`src/sv/tvi_pkg.sv`:
```
`default_nettype none

package tvi_pkg;

    // Volume geometry and sample format
    localparam int MAX_DIM     = 32;
    localparam int DIM_W       = 6;
    localparam int IDX_W       = $clog2(MAX_DIM);
    localparam int MAX_VOLUMES = 4;
    localparam int VOL_W       = 2;
    localparam int VCFG_W      = 3;
    localparam int SAMPLE_BITS = 16;
    localparam int FRAC_BITS   = 8;
    localparam int COORD_W     = 16;
    localparam int ADDR_W      = 17;
    localparam int CORNERS     = 8;
    localparam int CORNER_W    = $clog2(CORNERS);

    // Datapath widths
    localparam int AXW_W  = FRAC_BITS + 1;
    localparam int XY_W   = 2 * AXW_W;
    localparam int WT_W   = 3 * FRAC_BITS + 1;
    localparam int PROD_W = SAMPLE_BITS + WT_W + 1;
    localparam int ACC_W  = PROD_W + CORNER_W;
    localparam int RC_W   = 2 * IDX_W + 1;

    // Configuration port
    localparam int PADDR_W   = 5;
    localparam int PDATA_W   = 32;
    localparam int REG_IDX_W = 3;

    typedef enum logic [REG_IDX_W-1:0] {
        REG_ROWS       = 3'd0,
        REG_COLS       = 3'd1,
        REG_PAGES      = 3'd2,
        REG_VOLUMES    = 3'd3,
        REG_BACKGROUND = 3'd4
    } reg_index_t;

    localparam logic OP_WRITE = 1'b0;
    localparam logic OP_QUERY = 1'b1;

    localparam logic [DIM_W-1:0]  RST_ROWS    = 6'd32;
    localparam logic [DIM_W-1:0]  RST_COLS    = 6'd32;
    localparam logic [DIM_W-1:0]  RST_PAGES   = 6'd32;
    localparam logic [VCFG_W-1:0] RST_VOLUMES = 3'd1;

    typedef struct packed {
        logic [DIM_W-1:0]              num_rows;
        logic [DIM_W-1:0]              num_cols;
        logic [DIM_W-1:0]              num_pages;
        logic [VCFG_W-1:0]             num_volumes;
        logic signed [SAMPLE_BITS-1:0] background;
    } cfg_t;

    typedef struct packed {
        logic                write_voxel;
        logic                load_query;
        logic                setup_a;
        logic                setup_b;
        logic                issue;
        logic [CORNER_W-1:0] corner;
        logic                clear_acc;
        logic                emit;
        logic                emit_bg;
        logic                next_vol;
    } cmd_t;

    typedef struct packed {
        logic outside;
        logic last_vol;
        logic out_free;
    } status_t;

endpackage

`default_nettype wire

```
`src/sv/tvi_ctrl.sv`:
```
`default_nettype none

module tvi_ctrl (
    input  wire logic     clk,
    input  wire logic     rst_n,
    input  wire logic     item_valid,
    input  wire logic     item_op,
    input  wire tvi_pkg::status_t status,
    output logic          item_ready,
    output tvi_pkg::cmd_t cmd
);
    import tvi_pkg::*;

    typedef enum logic [7:0] {
        ST_IDLE    = 8'b0000_0001,
        ST_SETUP_A = 8'b0000_0010,
        ST_SETUP_B = 8'b0000_0100,
        ST_READ    = 8'b0000_1000,
        ST_DRAIN_A = 8'b0001_0000,
        ST_DRAIN_B = 8'b0010_0000,
        ST_EMIT    = 8'b0100_0000,
        ST_BG      = 8'b1000_0000
    } state_t;

    state_t              state_reg, state_next;
    logic [CORNER_W-1:0] corner_reg, corner_next;

    always_ff @(posedge clk or negedge rst_n)
    begin
        if (!rst_n)
        begin
            state_reg  <= ST_IDLE;
            corner_reg <= '0;
        end
        else
        begin
            state_reg  <= state_next;
            corner_reg <= corner_next;
        end
    end

    always_comb
    begin
        cmd         = '0;
        item_ready  = 1'b0;
        state_next  = state_reg;
        corner_next = corner_reg;
        unique case (state_reg)
            ST_IDLE:
            begin
                item_ready = 1'b1;
                if (item_valid)
                begin
                    if (item_op == OP_QUERY)
                    begin
                        cmd.load_query = 1'b1;
                        state_next     = ST_SETUP_A;
                    end
                    else
                    begin
                        cmd.write_voxel = 1'b1;
                    end
                end
            end
            ST_SETUP_A:
            begin
                cmd.setup_a = 1'b1;
                state_next  = ST_SETUP_B;
            end
            ST_SETUP_B:
            begin
                cmd.setup_b   = 1'b1;
                cmd.clear_acc = 1'b1;
                corner_next   = '0;
                state_next    = status.outside ? ST_BG : ST_READ;
            end
            ST_READ:
            begin
                cmd.issue   = 1'b1;
                cmd.corner  = corner_reg;
                corner_next = corner_reg + 1'b1;
                if (corner_reg == CORNER_W'(CORNERS - 1))
                    state_next = ST_DRAIN_A;
            end
            ST_DRAIN_A:
                state_next = ST_DRAIN_B;
            ST_DRAIN_B:
                state_next = ST_EMIT;
            ST_EMIT:
            begin
                // hold until the result register frees up
                if (status.out_free)
                begin
                    cmd.emit = 1'b1;
                    if (status.last_vol)
                    begin
                        state_next = ST_IDLE;
                    end
                    else
                    begin
                        cmd.next_vol  = 1'b1;
                        cmd.clear_acc = 1'b1;
                        corner_next   = '0;
                        state_next    = ST_READ;
                    end
                end
            end
            ST_BG:
            begin
                if (status.out_free)
                begin
                    cmd.emit_bg = 1'b1;
                    if (status.last_vol)
                        state_next = ST_IDLE;
                    else
                        cmd.next_vol = 1'b1;
                end
            end
            default:
                state_next = ST_IDLE;
        endcase
    end

endmodule

`default_nettype wire

```
`config.mk`:
```
export PLATFORM = sky130hd
export DESIGN_NAME = tvi_ctrl
export DESIGN_NICKNAME = d
export VERILOG_FILES = /design/src/sv/tvi_pkg.sv /design/src/sv/tvi_ctrl.sv
export SDC_FILE = /design/constraint.sdc
export NUM_CORES = 1
export LEC_CHECK = 0
export BUFFER_PORTS_ARGS = -buffer_cell sky130_fd_sc_hd__buf_2
export CORE_ASPECT_RATIO = 0.75
export CORE_MARGIN = 2
export CORE_UTILIZATION = 30
export CTS_BUF_LIST = sky130_fd_sc_hd__clkbuf_4 sky130_fd_sc_hd__clkbuf_8
export CTS_CLUSTER_DIAMETER = 40
export DETAILED_ROUTE_END_ITERATION = 10
export GPL_TIMING_DRIVEN = 0
export MAX_ROUTING_LAYER = met4
export PLACE_DENSITY = 0.6
export REMOVE_ABC_BUFFERS = 1
export SLEW_MARGIN = 20
export SYNTH_ARGS = -nofsm -noshare
export SYNTH_HDL_FRONTEND = slang
export SYNTH_SLANG_ARGS = --single-unit
```
`constraint.sdc`:
```
create_clock -name clk -period 3.25 [get_ports clk]
set_clock_uncertainty 0.15 [all_clocks]
set_input_delay 0.1625 -clock clk [delete_from_list [all_inputs] [get_ports clk]]
set_output_delay 0.1625 -clock clk [all_outputs]
set_load 0.005 [all_outputs]
```
==> impl_metrics.tcl <==
set metrics [dict create \
    status "finished clean" \
    synth_area_leaders "sky130_fd_sc_hd__dfrtp_1 (34%), sky130_fd_sc_hd__nor2_1 (4.0%), sky130_fd_sc_hd__dfstp_2 (3.5%)" \
    die_height_um 47.1 \
    final.period_utilization 0.801 \
    clk-insertion-delay-late_ps 280 \
    core_area_mm2 0.00233 \
    class_of_the_worst_hold_path "in2reg" \
    rr_worst_depth 4 \
    cts_tree "built" \
    clkSinkCount 11 \
    global_placer_s_final_weighted_congestion 0.748 \
    period_needed_ps 2600 \
    drt_wl_total_um 1710 \
    synth.top_cell.area_share 0.337 \
    floorplan.die_area_mm2 0.00290 \
    drc 0 \
    post_synth_mux_area_share 0.0286 \
    tns_setup_ps 0 \
    layoutNonFillerInstCount 139 \
    max_root_sink_buffers 2 \
    most-common-layout-cells "sky130_fd_sc_hd__buf_2 (19), sky130_fd_sc_hd__dfrtp_1 (10), sky130_fd_sc_hd__nor2_1 (8)" \
    postSynth.asyncResetShare 1.00 \
    grt_setup_unrepaired "no" \
    synth-edff-count 0 \
    cts_root_buf "sky130_fd_sc_hd__clkbuf_4" \
    worstHoldStart "status[1]" \
    die_w_um 61.5 \
    ff2ff_setup_slack_ps 920 \
    placed_cells_incl_taps 132 \
    static-leakage-power_nw 0.463 \
    viasPerCell 4.93 \
    global_router_s_overall_resource_usage 0.128 \
    worstHoldEndpoint "state_reg[0]$_DFFE_PN1P_" \
    syn-cell-area_um2 743 \
    top_level_ports 20 \
    postRouteAntennaNets 0 \
    irDropWorstVdd_mv 0.154 \
    drt_iter0_markers 11 \
    mostFrequentLayoutCell "sky130_fd_sc_hd__buf_2" \
    ant_cells 0 \
    critical_path_required_ps 2940 \
    synth-adder-area-share 0.0337 \
    postSynthAreaPerCell_um2 9.18 \
    grt_first_pass_wirelength_um 2530 \
    worst_slew_margin_rel 0.401 \
    port_buffers 19 \
    tightest_slew_ps 891 \
    holdPathStages 4 \
    dp_hpwl_um 1330 \
    synth.largest_area_cell "sky130_fd_sc_hd__dfrtp_1" \
    critical_path.reg2reg.startpoint "state_reg[1]$_DFFE_PN0P_" \
    areaGrowthSynthToFinish_pct 25.3 \
    endpoint_kind "primary output" \
    synth_top_family_by_area "simple AND/OR/NAND/NOR gates" \
    drv_cap 0 \
    grt_start_max_net_pins 13 \
    ys_ff_latch 11 \
    yosys_most_used_dff "sky130_fd_sc_hd__dfrtp_1" \
    number_of_antenna_violations_at_the_first_check_in_global_routing 0 \
    yosysWarnings 0 \
    crit_type "reg2out" \
    timing.final.hold_violations 0 \
    finalSetupViolations 0 \
    synth-simple-area-share 0.320 \
    crit_path_max_fanout 7 \
    synth-xor-area-share 0.0471 \
    detail_route.first_pass.iterations 4 \
    critical_path.startpoint_type "register" \
    path_clk_slew_ps 70 \
    yosysUniqueCellTypes 35 \
    timing.hold.ws_ps 96.6 \
    flip_flop_count_of_the_largest_register_after_layout 8 \
    routed-via-count 685 \
    floorplan.initialDensity 0.319 \
    synth-compound-area-share 0.163 \
    drv_slew 0 \
    fmax_ghz 0.384 \
    power_per_cell_area_mw_per_mm2 578 \
    critical_path.reg2reg.endpoint "state_reg[3]$_DFFE_PN0P_" \
    layout.nets 115 \
    finalPower_mw 0.538 \
    synthesis.instances 81 \
    post_route_cells_drive_above_1_share 0.305 \
    h-tree-depth 1 \
    setup_slack_ps 645 \
    wl_per_cell_um 12.3 \
    ctsResizeCount 0 \
    numCtsBuffers 3 \
    placement.setup.worst_slack_ps 954 \
    gr-total-overflow 0 \
    arrival_ps 2290 \
    fp-row-count 15 \
    ys_seq_area_frac 0.372 \
    grt_pass1_vias 574 \
]
[logic make-up after synthesis]
group                      Yosys count
and+or+nand+nor                     39
xor gates and xnor gates             4
buffers and inverters                7
DFF                                 11
adders and majority gates            2
AOI/OAI and AO/OA                   16
muxes                                2
[final cells by class]
class                           count  area [um^2]
Tap cell                           34         42.5
Sequential cell                    11          277
Fill cell                         241         1400
Multi-Input combinational cell     63          440
Timing Repair Buffer               22          125
Inverter                            5         18.8
Clock buffer                        3         22.5
Clock inverter                      1         5.00
[routing by layer]
metal | wire length [um] | track usage
met5 | 0 | -
met4 | 17 | 0.0383
met3 | 57 | 0.0331
met2 | 791 | 0.211
met1 | 847 | 0.155
[what timing repair did]
item | 4_1_cts | 5_1_grt
endpoints found under the hold margin | 13 | 0
setup buffers | 0 | 0
hold buffers | 3 | 0
[metrics by stage]
step | cell area (um^2) | util
global route | 931 | 0.400
global placement | 873 | 0.375
CTS | 931 | 0.400
floorplan | 736 | -
detailed placement | 873 | 0.375
finish | 931 | 0.400
[worst max-delay path, cell delays in order, from the launching register on]
cell and delay [ps]:
sky130_fd_sc_hd__dfrtp_1 450, sky130_fd_sc_hd__or4_4 600, sky130_fd_sc_hd__or4_4 540, sky130_fd_sc_hd__inv_1 170, sky130_fd_sc_hd__and2_1 150, sky130_fd_sc_hd__buf_2 110
[report_power, final]
group	leakage, nW	total [mW]	switching, mW	internal (mW)
registers	0.148	0.201	0.0360	0.165
logic	0.297	0.242	0.125	0.117
clock network	0.0177	0.0948	0.0491	0.0457
total	0.463	0.538	0.210	0.328
[cell usage after synthesis (2+ instances only)]
cell type and n:
sky130_fd_sc_hd__a21oi_1 4, sky130_fd_sc_hd__a22o_1 3, sky130_fd_sc_hd__and2_1 3, sky130_fd_sc_hd__and3_1 2
sky130_fd_sc_hd__and4b_2 2, sky130_fd_sc_hd__clkbuf_1 2, sky130_fd_sc_hd__dfrtp_1 10, sky130_fd_sc_hd__ha_1 2
sky130_fd_sc_hd__inv_1 5, sky130_fd_sc_hd__nand2_1 5, sky130_fd_sc_hd__nand2b_1 3, sky130_fd_sc_hd__nand3_1 2
sky130_fd_sc_hd__nor2_1 8, sky130_fd_sc_hd__nor3_1 2, sky130_fd_sc_hd__nor3b_1 2, sky130_fd_sc_hd__nor4_1 3
sky130_fd_sc_hd__o22ai_1 2, sky130_fd_sc_hd__or4_4 2, sky130_fd_sc_hd__xor2_1 3
[how the worst max path moves through the flow]
stage | depth (start not counted) | startpoint | end | slack, ps
after floorplan | 4 | state_reg[1]$_DFFE_PN0P_ | cmd[4] | 1150
after global placement | 4 | state_reg[1]$_DFFE_PN0P_ | state_reg[3]$_DFFE_PN0P_ | 960
after detailed placement | 4 | state_reg[1]$_DFFE_PN0P_ | state_reg[3]$_DFFE_PN0P_ | 950
after CTS | 5 | state_reg[1]$_DFFE_PN0P_ | cmd[5] | 650
after global routing | 5 | state_reg[7]$_DFFE_PN0P_ | cmd[11] | 520
final | 5 | state_reg[1]$_DFFE_PN0P_ | cmd[5] | 650
(Power assumes the default switching activity.)
