File: config.mk
export PLATFORM = sky130hd
export DESIGN_NAME = tvi_regs
export DESIGN_NICKNAME = d
export VERILOG_FILES = /design/src/sv/tvi_pkg.sv /design/src/sv/tvi_regs.sv
export SDC_FILE = /design/constraint.sdc
export NUM_CORES = 1
export LEC_CHECK = 0
export BUFFER_PORTS_ARGS = -buffer_cell sky130_fd_sc_hd__buf_2
export CORE_AREA = 10 10 82 84
export DETAILED_ROUTE_END_ITERATION = 12
export DIE_AREA = 0 0 92 94
export PLACE_DENSITY = 0.79
export SLEW_MARGIN = 20
export SYNTH_ARGS = -nofsm -noshare
export SYNTH_HDL_FRONTEND = slang
export SYNTH_SLANG_ARGS = --single-unit
File: constraint.sdc
create_clock -name clk -period 1.08 [get_ports clk]
set_input_delay 0.054 -clock clk [delete_from_list [all_inputs] [get_ports clk]]
set_output_delay 0.054 -clock clk [all_outputs]
set_load 0.03 [all_outputs]
File: src/sv/tvi_pkg.sv
`default_nettype none

package tvi_pkg;

    // Volume geometry and sample format
    localparam int MAX_DIM     = 32;
    localparam int DIM_W       = 6;
    localparam int IDX_W       = $clog2(MAX_DIM);
    localparam int MAX_VOLUMES = 4;
    localparam int VOL_W       = 2;
    localparam int VCFG_W      = 3;
    localparam int SAMPLE_BITS = 16;
    localparam int FRAC_BITS   = 8;
    localparam int COORD_W     = 16;
    localparam int ADDR_W      = 17;
    localparam int CORNERS     = 8;
    localparam int CORNER_W    = $clog2(CORNERS);

    // Datapath widths
    localparam int AXW_W  = FRAC_BITS + 1;
    localparam int XY_W   = 2 * AXW_W;
    localparam int WT_W   = 3 * FRAC_BITS + 1;
    localparam int PROD_W = SAMPLE_BITS + WT_W + 1;
    localparam int ACC_W  = PROD_W + CORNER_W;
    localparam int RC_W   = 2 * IDX_W + 1;

    // Configuration port
    localparam int PADDR_W   = 5;
    localparam int PDATA_W   = 32;
    localparam int REG_IDX_W = 3;

    typedef enum logic [REG_IDX_W-1:0] {
        REG_ROWS       = 3'd0,
        REG_COLS       = 3'd1,
        REG_PAGES      = 3'd2,
        REG_VOLUMES    = 3'd3,
        REG_BACKGROUND = 3'd4
    } reg_index_t;

    localparam logic OP_WRITE = 1'b0;
    localparam logic OP_QUERY = 1'b1;

    localparam logic [DIM_W-1:0]  RST_ROWS    = 6'd32;
    localparam logic [DIM_W-1:0]  RST_COLS    = 6'd32;
    localparam logic [DIM_W-1:0]  RST_PAGES   = 6'd32;
    localparam logic [VCFG_W-1:0] RST_VOLUMES = 3'd1;

    typedef struct packed {
        logic [DIM_W-1:0]              num_rows;
        logic [DIM_W-1:0]              num_cols;
        logic [DIM_W-1:0]              num_pages;
        logic [VCFG_W-1:0]             num_volumes;
        logic signed [SAMPLE_BITS-1:0] background;
    } cfg_t;

    typedef struct packed {
        logic                write_voxel;
        logic                load_query;
        logic                setup_a;
        logic                setup_b;
        logic                issue;
        logic [CORNER_W-1:0] corner;
        logic                clear_acc;
        logic                emit;
        logic                emit_bg;
        logic                next_vol;
    } cmd_t;

    typedef struct packed {
        logic outside;
        logic last_vol;
        logic out_free;
    } status_t;

endpackage

`default_nettype wire

File: src/sv/tvi_regs.sv
`default_nettype none

module tvi_regs (
    input  wire logic                        clk,
    input  wire logic                        rst_n,
    input  wire logic                        psel,
    input  wire logic                        penable,
    input  wire logic                        pwrite,
    input  wire logic [tvi_pkg::PADDR_W-1:0] paddr,
    input  wire logic [tvi_pkg::PDATA_W-1:0] pwdata,
    output logic      [tvi_pkg::PDATA_W-1:0] prdata,
    output logic                             pready,
    output tvi_pkg::cfg_t                    cfg
);
    import tvi_pkg::*;

    cfg_t       cfg_reg;
    reg_index_t idx;
    logic       wr_en;

    assign idx    = reg_index_t'(paddr[PADDR_W-1:2]);
    assign wr_en  = psel && penable && pwrite;
    assign pready = 1'b1;
    assign cfg    = cfg_reg;

    always_ff @(posedge clk or negedge rst_n)
    begin
        if (!rst_n)
        begin
            cfg_reg.num_rows    <= RST_ROWS;
            cfg_reg.num_cols    <= RST_COLS;
            cfg_reg.num_pages   <= RST_PAGES;
            cfg_reg.num_volumes <= RST_VOLUMES;
            cfg_reg.background  <= '0;
        end
        else if (wr_en)
        begin
            unique case (idx)
                REG_ROWS:       cfg_reg.num_rows    <= pwdata[DIM_W-1:0];
                REG_COLS:       cfg_reg.num_cols    <= pwdata[DIM_W-1:0];
                REG_PAGES:      cfg_reg.num_pages   <= pwdata[DIM_W-1:0];
                REG_VOLUMES:    cfg_reg.num_volumes <= pwdata[VCFG_W-1:0];
                REG_BACKGROUND: cfg_reg.background  <= pwdata[SAMPLE_BITS-1:0];
                default:        ;
            endcase
        end
    end

    always_comb
    begin
        prdata = '0;
        unique case (idx)
            REG_ROWS:       prdata = PDATA_W'(cfg_reg.num_rows);
            REG_COLS:       prdata = PDATA_W'(cfg_reg.num_cols);
            REG_PAGES:      prdata = PDATA_W'(cfg_reg.num_pages);
            REG_VOLUMES:    prdata = PDATA_W'(cfg_reg.num_volumes);
            REG_BACKGROUND: prdata = PDATA_W'($unsigned(cfg_reg.background));
            default:        prdata = '0;
        endcase
    end

endmodule

`default_nettype wire

==> flow_metrics.env, run 1 <==
export IMPL_path_clk_slew_ns=0.08
export IMPL_fin_setup_tns_ns=-1.84
export IMPL_critical_path_required_ns=1.03
export IMPL_first_iter_violations=59
export IMPL_diodes=0
export IMPL_hold_viol=0
export IMPL_routed_wl_um=6040
export IMPL_instances_no_fill=346
export IMPL_powerDensity_nw_per_um2=1700
export IMPL_drc_errors=0
export IMPL_yosysUniqueCellTypes=34
export IMPL_hp_class="in2reg"
export IMPL_vias=1575
export IMPL_place_congestion=0.769
export IMPL_yosysWarnings=0
export IMPL_clock_latency_ns=0.29
export IMPL_crit_path_end_kind="primary output"
export IMPL_regArea_um2=950
export IMPL_cts_sinks=37
export IMPL_gr_usage_all_layers_pct=13.6
export IMPL_htreeDepth=2
export IMPL_slowest_stage="mux4_2"
export IMPL_peakVddDrop_mv=1.04
export IMPL_ys_ff_latch=37
export IMPL_rsz0062_at_grt="yes"
export IMPL_pre_cts_ws_ns=-0.281
export IMPL_core_area_um2=5070
export IMPL_layout_drive_gt1_share_pct=74.6
export IMPL_internal_power_mw=3.47
export IMPL_nets=317
export IMPL_io_buffers=76
export IMPL_path_buf_inv=2
export IMPL_max_freq_mhz=670
export IMPL_num_rows=26
export IMPL_synthDominantCellAreaShare_pct=43.1
export IMPL_avgRoutedWirePerCell_um=17.4
export IMPL_dieArea_um2=8650
export IMPL_critical_path_top_delay_family="multiplexers"
export IMPL_antenna_left=0
export IMPL_combPwrFrac_pct=41.8
export IMPL_cts_buffer_depth=2
export IMPL_yosysTopAreaCell="dfrtp_1"
export IMPL_ctsRootBufferMaster="clkbuf_8"
export IMPL_clock_skew_ns=0
export IMPL_synth_area_per_cell_um2=12.9
export IMPL_period_share_pct=138
export IMPL_met3_usage_pct=4.48
export IMPL_grt_pass1_vias=1757
export IMPL_cts_inserted_buffers=5
export IMPL_ys_top_cells_by_area="dfrtp_1, mux2_2, buf_4"
export IMPL_clkPwrFrac_pct=23.2
export IMPL_grt_busiest_layer="met2"
export IMPL_start_kind="register"
export IMPL_syn_instance_count=149
export IMPL_grt_antenna_before_repair=0
export IMPL_multiInputGateArea_um2=990
export IMPL_outcome="finished, violations left"
export IMPL_power_net_switching_mw=1.93
export IMPL_netlist_area_um2=1920
export IMPL_place_area_um2=2650
export IMPL_met2_usage_pct=23.4
export IMPL_start_util_pct=37.8
export IMPL_fillCellCount=400
export IMPL_p_total_mw=5.39
export IMPL_ys_seq_area_share_pct=48.6
export IMPL_path_class="reg2out"
export IMPL_crit_fanout=2
export IMPL_period_needed_ns=1.49
export IMPL_die_x_um=92
export IMPL_dp_hpwl_um=4340
export IMPL_area_growth_pct=66.0
export IMPL_hold_ws_ns=0.0357
export IMPL_use_met1_pct=15.6
export IMPL_violations="negative setup slack"
export IMPL_grt_ovfl_total=0
export IMPL_largest_register_ffs=37
export IMPL_cts_tree="yes"
export IMPL_via_per_inst=4.55
export IMPL_grt_max_degree=38
export IMPL_drv_slew=0
export IMPL_power_frac_seq_pct=35.0
export IMPL_grt_pass1_wl_um=9370
export IMPL_drv_cap=0
export IMPL_worstPathArrival_ns=1.44
export IMPL_layout_setup_ws_ns=-0.412
export IMPL_drt_pass1_iter_count=2
export IMPL_die_height_um=94
export IMPL_slowest_delay_ns=0.47
export IMPL_utilization_pct=62.7
export IMPL_swShare_pct=35.7
export IMPL_ioPinCount=112
export IMPL_cellLeakagePower_nw=1.59
export IMPL_setup_violations=10
export IMPL_dp_cells=320
export IMPL_stdcell_area_um2=3180
export IMPL_crit_chain="mux4_2, inv_2, o21ai_4, buf_6"
==> routing by layer <==
layer | part of all wire (%) | vias up
li1 | - | 747
met1 | 39 | 771
met2 | 53 | 50
met3 | 6.4 | 7
met4 | 1.0 | 0
met5 | 0 | -
==> worst paths after layout <==
check	from	cells after the start	end	slack [ns]
worst min-delay path	pwdata[5]	2	cfg[36]$_DFFE_PN1P_	0.04
worst max-delay path	cfg[17]$_DFFE_PN0P_	4	prdata[1]	-0.41
min in group asynchronous	rst_n	3	cfg[29]$_DFFE_PN0P_	0.26
max in group asynchronous	rst_n	3	cfg[16]$_DFFE_PN1P_	0.56
worst min register to register	cfg[19]$_DFFE_PN0P_	1	cfg[19]$_DFFE_PN0P_	0.54
worst max register to register	cfg[18]$_DFFE_PN0P_	3	cfg[18]$_DFFE_PN0P_	0.09
==> logic make-up after synthesis <==
kind of cell	Yosys count	synth area share (%)
muxes	44	27.2
DFF	37	48.6
and+or+nand+nor	30	11.1
buffers and inverters	26	9.14
AOI/OAI and AO/OA	10	3.59
other	2	0.392
==> worst reg2reg max path, cell delays in order, from the launching register on <==
cell and delay [ns]:
dfrtp_2 0.41, buf_6 0.12, buf_6 0.10, mux2_2 0.25
==> area by class of cell <==
cell class                      instances  share of cell area [%]
Sequential cell                        37                    29.8
Clock buffer                            6                    2.60
Inverter                                2                   0.236
Clock inverter                          2                    1.18
Tap cell                               70                    2.75
Multi-Input combinational cell        101                    31.1
Timing Repair Buffer                  128                    32.3
==> cells in the mapped netlist <==
cell	count
nor2_1	2
o32ai_1	1
nand4b_4	1
nand2_1	4
buf_6	1
o21a_1	1
mux2_2	31
nor3b_4	1
o21ai_0	3
nor3_1	1
buf_4	18
and3b_1	1
a21oi_1	1
buf_2	2
nor4bb_1	1
o22a_1	1
nand2b_1	1
or3_1	2
inv_1	2
dfstp_2	4
dfrtp_1	33
clkbuf_1	3
nand3_1	1
mux4_2	1
nor3b_1	2
nand4_1	1
a2bb2oi_1	2
nor3_2	1
o22ai_1	1
conb_1	2
mux2i_1	6
and2_1	10
nor2b_1	1
mux2_4	6
==> what timing repair did <==
action,in CTS,in global routing
hold buffers,10,1
endpoints found under the hold margin,46,1
buffers inserted,3,4
cloned,1,0
pin swaps,4,3
setup endpoints to repair,20,26
resized for setup,43,43
==> power groups by stage <==
| stage | registers (mW) | logic [mW] | clock network, mW |
|---|---|---|---|
| after floorplan | 2.45 | 0.715 | 0 |
| after global placement | 1.88 | 1.92 | 0 |
| after detailed placement | 1.90 | 1.95 | 0 |
| after CTS | 1.88 | 2.16 | 1.29 |
| after global routing | 1.93 | 2.39 | 1.37 |
| final | 1.89 | 2.25 | 1.25 |
==> cells in the final DEF, fill, tap and decap left out, types with 2 or more instances in the layout <==
| cell | synthesis | routed |
|---|---|---|
| dfstp_2 | 4 | 4 |
| dlygate4sd3_1 | 0 | 11 |
| and2_4 | 0 | 10 |
| mux2i_1 | 6 | 6 |
| mux2_4 | 6 | 10 |
| o21ai_2 | 0 | 2 |
| buf_12 | 0 | 2 |
| buf_6 | 1 | 35 |
| nand2_1 | 4 | 4 |
| dfrtp_2 | 0 | 15 |
| clkbuf_8 | 0 | 6 |
| conb_1 | 2 | 17 |
| buf_4 | 18 | 33 |
| nor2_1 | 2 | 2 |
| nor3b_4 | 1 | 2 |
| mux2_2 | 31 | 27 |
| buf_2 | 2 | 47 |
| dfrtp_1 | 33 | 18 |
Note: power is estimated with default switching activity, not from simulation.
==> inputs of run 2 (changes only) <==
- CORE_AREA: 10 10 82 84 -> 10 10 78 80
- DIE_AREA: 0 0 92 94 -> 0 0 88 90
- PLACE_DENSITY: 0.79 -> 0.84
- RECOVER_POWER: unset -> 50
- clock period: 1.08 -> 1.45 ns (I/O delays scaled with it)
==> run 2 against run 1 <==
- the flow still finishes with violations (negative setup slack)
- clock skew is the same
- largest power group is now sequential cells
- combinational power shrank 41%
- sequential cell count is the same
- non-clock buffer count shrank 32
- final area shrank 20%
- clock power shrank 46%
- cell count shrank 14%
- core utilization shrank 7.6 points
- setup slack gained 0.40 ns
==> flow_metrics.env, run 2 (synthesis gave the netlist of run 1 again) <==
export IMPL_power_frac_seq_pct=40.9
export IMPL_largest_register_ffs=37
export IMPL_drt_pass1_iter_count=4
export IMPL_setup_violations=2
export IMPL_clkPwrFrac_pct=19.9
export IMPL_dieArea_um2=7920
export IMPL_path_clk_slew_ns=0.07
export IMPL_die_x_um=88
export IMPL_internal_power_mw=2.09
export IMPL_num_rows=25
export IMPL_area_growth_pct=32.1
export IMPL_cts_tree="yes"
export IMPL_powerDensity_nw_per_um2=1340
export IMPL_final_cell_mix="buf_2, dfrtp_1, mux2_2, buf_4, conb_1"
export IMPL_clock_skew_ns=0
export IMPL_hp_class="in2reg"
export IMPL_hold_viol=0
export IMPL_ctsRootBufferMaster="clkbuf_8"
export IMPL_power_net_switching_mw=1.30
export IMPL_routed_wl_um=5020
export IMPL_layout_commonest_cell="buf_2"
export IMPL_max_freq_mhz=684
export IMPL_swShare_pct=38.3
export IMPL_crit_path_end_kind="primary output"
export IMPL_place_area_um2=2370
export IMPL_die_height_um=90
export IMPL_utilization_pct=55.1
export IMPL_stdcell_area_um2=2530
export IMPL_io_buffers=76
export IMPL_grt_antenna_before_repair=0
export IMPL_start_util_pct=41.7
export IMPL_worstPathArrival_ns=1.39
export IMPL_hold_ws_ns=0.0175
export IMPL_antenna_left=0
export IMPL_cts_inserted_buffers=5
export IMPL_layout_setup_ws_ns=-0.0115
export IMPL_cts_buffer_depth=2
export IMPL_avgRoutedWirePerCell_um=16.8
export IMPL_violations="negative setup slack"
export IMPL_worst_pin_slew_ns=0.929
export IMPL_gr_usage_all_layers_pct=12.4
export IMPL_crit_fanout=2
export IMPL_ioPinCount=112
export IMPL_cellLeakagePower_nw=1.36
export IMPL_period_share_pct=101
export IMPL_rsz0062_at_grt="yes"
export IMPL_nets=285
export IMPL_first_iter_violations=31
export IMPL_htreeDepth=2
export IMPL_outcome="finished, violations left"
export IMPL_critical_path_required_ns=1.38
export IMPL_drv_slew=0
export IMPL_clock_latency_ns=0.28
export IMPL_peakVddDrop_mv=0.711
export IMPL_drc_errors=0
export IMPL_path_class="reg2out"
export IMPL_grt_ovfl_total=0
export IMPL_drv_cap=0
export IMPL_via_per_inst=4.76
export IMPL_combPwrFrac_pct=39.2
export IMPL_place_congestion=0.809
export IMPL_core_area_um2=4600
export IMPL_vias=1418
export IMPL_layout_drive_gt1_share_pct=60.7
export IMPL_diodes=0
export IMPL_grt_pass1_vias=1434
export IMPL_grt_max_degree=21
export IMPL_cts_sinks=37
export IMPL_grt_pass1_wl_um=7660
export IMPL_period_needed_ns=1.46
export IMPL_relSlewSlack_pct=38.1
export IMPL_dp_hpwl_um=4070
export IMPL_start_kind="register"
-- run 2: layer usage --
metal  global-route usage [%]  routed length (µm)
met3                     5.23                 501
met2                     20.9                2570
met1                     13.7                1930
met4                     3.19                  19
met5                        0                   0
-- run 2: metrics by stage --
| stage | TNS (ns) | setup slack [ns] | instances | power [mW] |
|---|---|---|---|---|
| 2_1_floorplan | 0 | 0.0647 | 164 | 2.28 |
| 3_3_place_gp | 0 | 0.0470 | 281 | 2.64 |
| 3_5_place_dp | 0 | 0.0243 | 281 | 2.67 |
| 4_1_cts | -0.0421 | -0.0421 | 296 | 3.42 |
| 5_1_grt | -0.901 | -0.0668 | 298 | 3.57 |
| 6_report | -0.0141 | -0.0115 | 298 | 3.39 |
-- run 2: path summary, 6_finish.rpt --
| check | slack, ns | start | cells after the start | to |
|---|---|---|---|---|
| setup / recovery | -0.01 | cfg[17]$_DFFE_PN0P_ | 4 | prdata[1] |
| hold / removal | 0.02 | pwdata[8] | 2 | cfg[8]$_DFFE_PN0P_ |
| setup reg to reg | 0.43 | cfg[27]$_DFFE_PN0P_ | 3 | cfg[27]$_DFFE_PN0P_ |
| hold reg to reg | 0.52 | cfg[10]$_DFFE_PN0P_ | 1 | cfg[10]$_DFFE_PN0P_ |
| max in group asynchronous | 0.19 | rst_n | 3 | cfg[11]$_DFFE_PN0P_ |
| min in group asynchronous | 0.45 | rst_n | 2 | cfg[31]$_DFFE_PN0P_ |
-- run 2: what timing repair did --
action / in CTS / in global routing
resized for setup: 3 / 8
hold buffers: 1 / 0
hold endpoints to repair: 13 / 0
pin swaps: 0 / 0
setup buffers: 6 / 2
endpoints found under the setup margin: 2 / 4
-- run 2: critical path, stage by stage (launching register included) --
cell and delay, ns:
dfrtp_1 0.38, mux4_2 0.48, inv_2 0.07, o21ai_2 0.05, buf_6 0.14
-- run 2: power groups by stage --
stage          Clock, mW  Combinational, mW  Sequential [mW]
2_1_floorplan          0              0.479             1.81
3_3_place_gp           0               1.24             1.40
3_5_place_dp           0               1.25             1.42
4_1_cts            0.706               1.32             1.39
5_1_grt            0.746               1.41             1.41
6_report           0.672               1.33             1.39
-- run 2: area by class of cell --
| class | instances | area [µm²] |
|---|---|---|
| Inverter | 2 | 7.51 |
| Sequential cell | 37 | 931 |
| Clock buffer | 8 | 80.1 |
| Timing Repair Buffer | 96 | 562 |
| Multi-Input combinational cell | 101 | 885 |
| Tap cell | 54 | 67.6 |
| Fill cell | 413 | 2070 |
==> inputs of run 3 (changes only) <==
- CORE_AREA: 10 10 78 80 -> 10 10 77 79
- CTS_BUF_LIST: unset -> sky130_fd_sc_hd__clkbuf_4
- DIE_AREA: 0 0 88 90 -> 0 0 87 89
- PLACE_DENSITY: 0.84 -> 0.86
==> run 3 against run 2 <==
- critical endpoint unchanged
- first-iteration DRC count increased by 87%
- largest cell class unchanged
- clock skew unchanged
- critical path type unchanged
- count of clock-buffer cells in the layout decreased by 3
- the run still ends with negative setup slack left
- setup slack got worse by 0.084 ns
- cell count increased by 5.0%
- fmax decreased by 5.4%
- routed wire length increased by 4.9%
==> flow_metrics.env, run 3 (synthesis gave the netlist of run 1 again) <==
export IMPL_endpoint="prdata[1]"
export IMPL_hp_class="in2reg"
export IMPL_stdcell_area_um2=2670
export IMPL_powerDensity_nw_per_um2=1370
export IMPL_rsz0062_at_grt="yes"
export IMPL_wl_met3_um=563
export IMPL_critical_path_required_ns=1.38
export IMPL_die_height_um=89
export IMPL_clock_skew_ns=0
export IMPL_drv_slew=0
export IMPL_max_freq_mhz=647
export IMPL_start_util_pct=42.3
export IMPL_cellLeakagePower_nw=1.40
export IMPL_power_net_switching_mw=1.34
export IMPL_grt_antenna_before_repair=0
export IMPL_period_needed_ns=1.55
export IMPL_layout_setup_ws_ns=-0.0953
export IMPL_wl_met2_um=2690
export IMPL_reg2reg_depth=2
export IMPL_avgRoutedWirePerCell_um=16.8
export IMPL_layout_commonest_cell="buf_2"
export IMPL_grt_max_degree=38
export IMPL_fillCellCount=364
export IMPL_start_kind="register"
export IMPL_gr_usage_all_layers_pct=13.3
export IMPL_swShare_pct=36.7
export IMPL_first_iter_violations=58
export IMPL_power_frac_seq_pct=38.0
export IMPL_peakVddDrop_mv=0.800
export IMPL_cts_tree="yes"
export IMPL_r2r_start="cfg[22]$_DFFE_PN0P_"
export IMPL_routed_wl_um=5270
export IMPL_setup_violations=3
export IMPL_path_clk_slew_ns=0.12
export IMPL_die_x_um=87
export IMPL_crit_fanout=3
export IMPL_grt_ovfl_total=0
export IMPL_cts_sinks=37
export IMPL_htreeDepth=2
export IMPL_setup_worst_path_start="cfg[32]$_DFFE_PN0P_"
export IMPL_relSlewSlack_pct=38.4
export IMPL_worst_pin_slew_ns=0.925
export IMPL_hold_ws_ns=0.0190
export IMPL_violations="negative setup slack"
export IMPL_path_class="reg2out"
export IMPL_drc_errors=0
export IMPL_dp_hpwl_um=3750
export IMPL_place_area_um2=2350
export IMPL_cts_buffer_depth=2
export IMPL_internal_power_mw=2.31
export IMPL_vias=1512
export IMPL_combPwrFrac_pct=37.8
export IMPL_ioPinCount=112
export IMPL_via_per_inst=4.83
export IMPL_r2r_slack_ns=0.55
export IMPL_worstPathArrival_ns=1.47
export IMPL_r2r_end="cfg[22]$_DFFE_PN0P_"
export IMPL_layout_drive_gt1_share_pct=58.3
export IMPL_core_area_um2=4540
export IMPL_clkPwrFrac_pct=24.2
export IMPL_outcome="finished, violations left"
export IMPL_diodes=0
export IMPL_nets=300
export IMPL_dieArea_um2=7740
export IMPL_num_rows=25
export IMPL_grt_pass1_wl_um=8140
export IMPL_final_cell_mix="buf_2, dfrtp_1, mux2_2, conb_1, buf_4"
export IMPL_io_buffers=76
export IMPL_area_growth_pct=39.2
export IMPL_clock_latency_ns=0.34
export IMPL_hold_viol=0
export IMPL_top_layer="met4"
export IMPL_largest_register_ffs=37
export IMPL_drv_cap=0
export IMPL_period_share_pct=107
export IMPL_place_congestion=0.770
export IMPL_drt_met1_wl_um=1970
export IMPL_antenna_left=0
export IMPL_grt_pass1_vias=1642
export IMPL_drt_pass1_iter_count=4
export IMPL_crit_path_end_kind="primary output"
export IMPL_cts_inserted_buffers=5
export IMPL_ctsRootBufferMaster="clkbuf_4"
-- run 3: final cells by class --
type	instances	area [µm²]	share of cell area (%)
inverter	2	7.51	0.281
clock inverter	3	65.1	2.44
timing repair buffer	111	684	25.6
clock buffer	5	37.5	1.41
multi-input combinational	101	876	32.8
tap	54	67.6	2.53
sequential	37	931	34.9
-- run 3: worst min-delay path by stage --
stage,startpoint,to,slack [ns],depth (start not counted)
after floorplan,rst_n,cfg[0]$_DFFE_PN0P_,-0.22,0
after global placement,rst_n,cfg[25]$_DFFE_PN0P_,0.05,2
after detailed placement,rst_n,cfg[25]$_DFFE_PN0P_,0.05,2
after CTS,pwdata[0],cfg[31]$_DFFE_PN0P_,0.003,2
after global routing,pwdata[1],cfg[1]$_DFFE_PN0P_,0.002,2
final,pwdata[0],cfg[31]$_DFFE_PN0P_,0.02,2
-- run 3: timing repair --
item / CTS / global route
setup endpoints to repair: 6 / 6
hold endpoints to repair: 59 / 0
resized for setup: 7 / 9
buffers inserted: 10 / 1
pin swaps: 2 / 0
hold buffers: 14 / 0
-- run 3: metal layers --
layer / vias to the layer above / track usage (%)
li1: 710 / -
met1: 733 / 13.8
met2: 64 / 23.3
met3: 5 / 6.02
met4: 0 / 4.57
met5: - / 0
-- run 3: power groups by stage --
stage	clock, mW	combinational (mW)	sequential, mW
3_3_place_gp	0	1.23	1.40
2_1_floorplan	0	0.479	1.81
5_1_grt	0.954	1.47	1.42
6_report	0.884	1.38	1.39
4_1_cts	0.911	1.39	1.38
3_5_place_dp	0	1.25	1.41
-- run 3: stage by stage --
step                setup slack [ns]  utilization (%)  TNS, ns  instances  power (mW)
CTS                           -0.129             59.3   -0.276        312        3.68
detailed placement            0.0809             51.8        0        280        2.66
global route                  -0.156             58.8   -0.555        313        3.84
floorplan                     0.0647                -        0        164        2.28
global placement              0.0844             51.8        0        280        2.63
finish                       -0.0953             58.8   -0.190        313        3.66
-- run 3: critical path, cell delays in order, from the launching register on --
cell and delay, ns:
dfrtp_1 0.42, mux4_2 0.47, inv_2 0.07, o21ai_2 0.05, buf_6 0.13
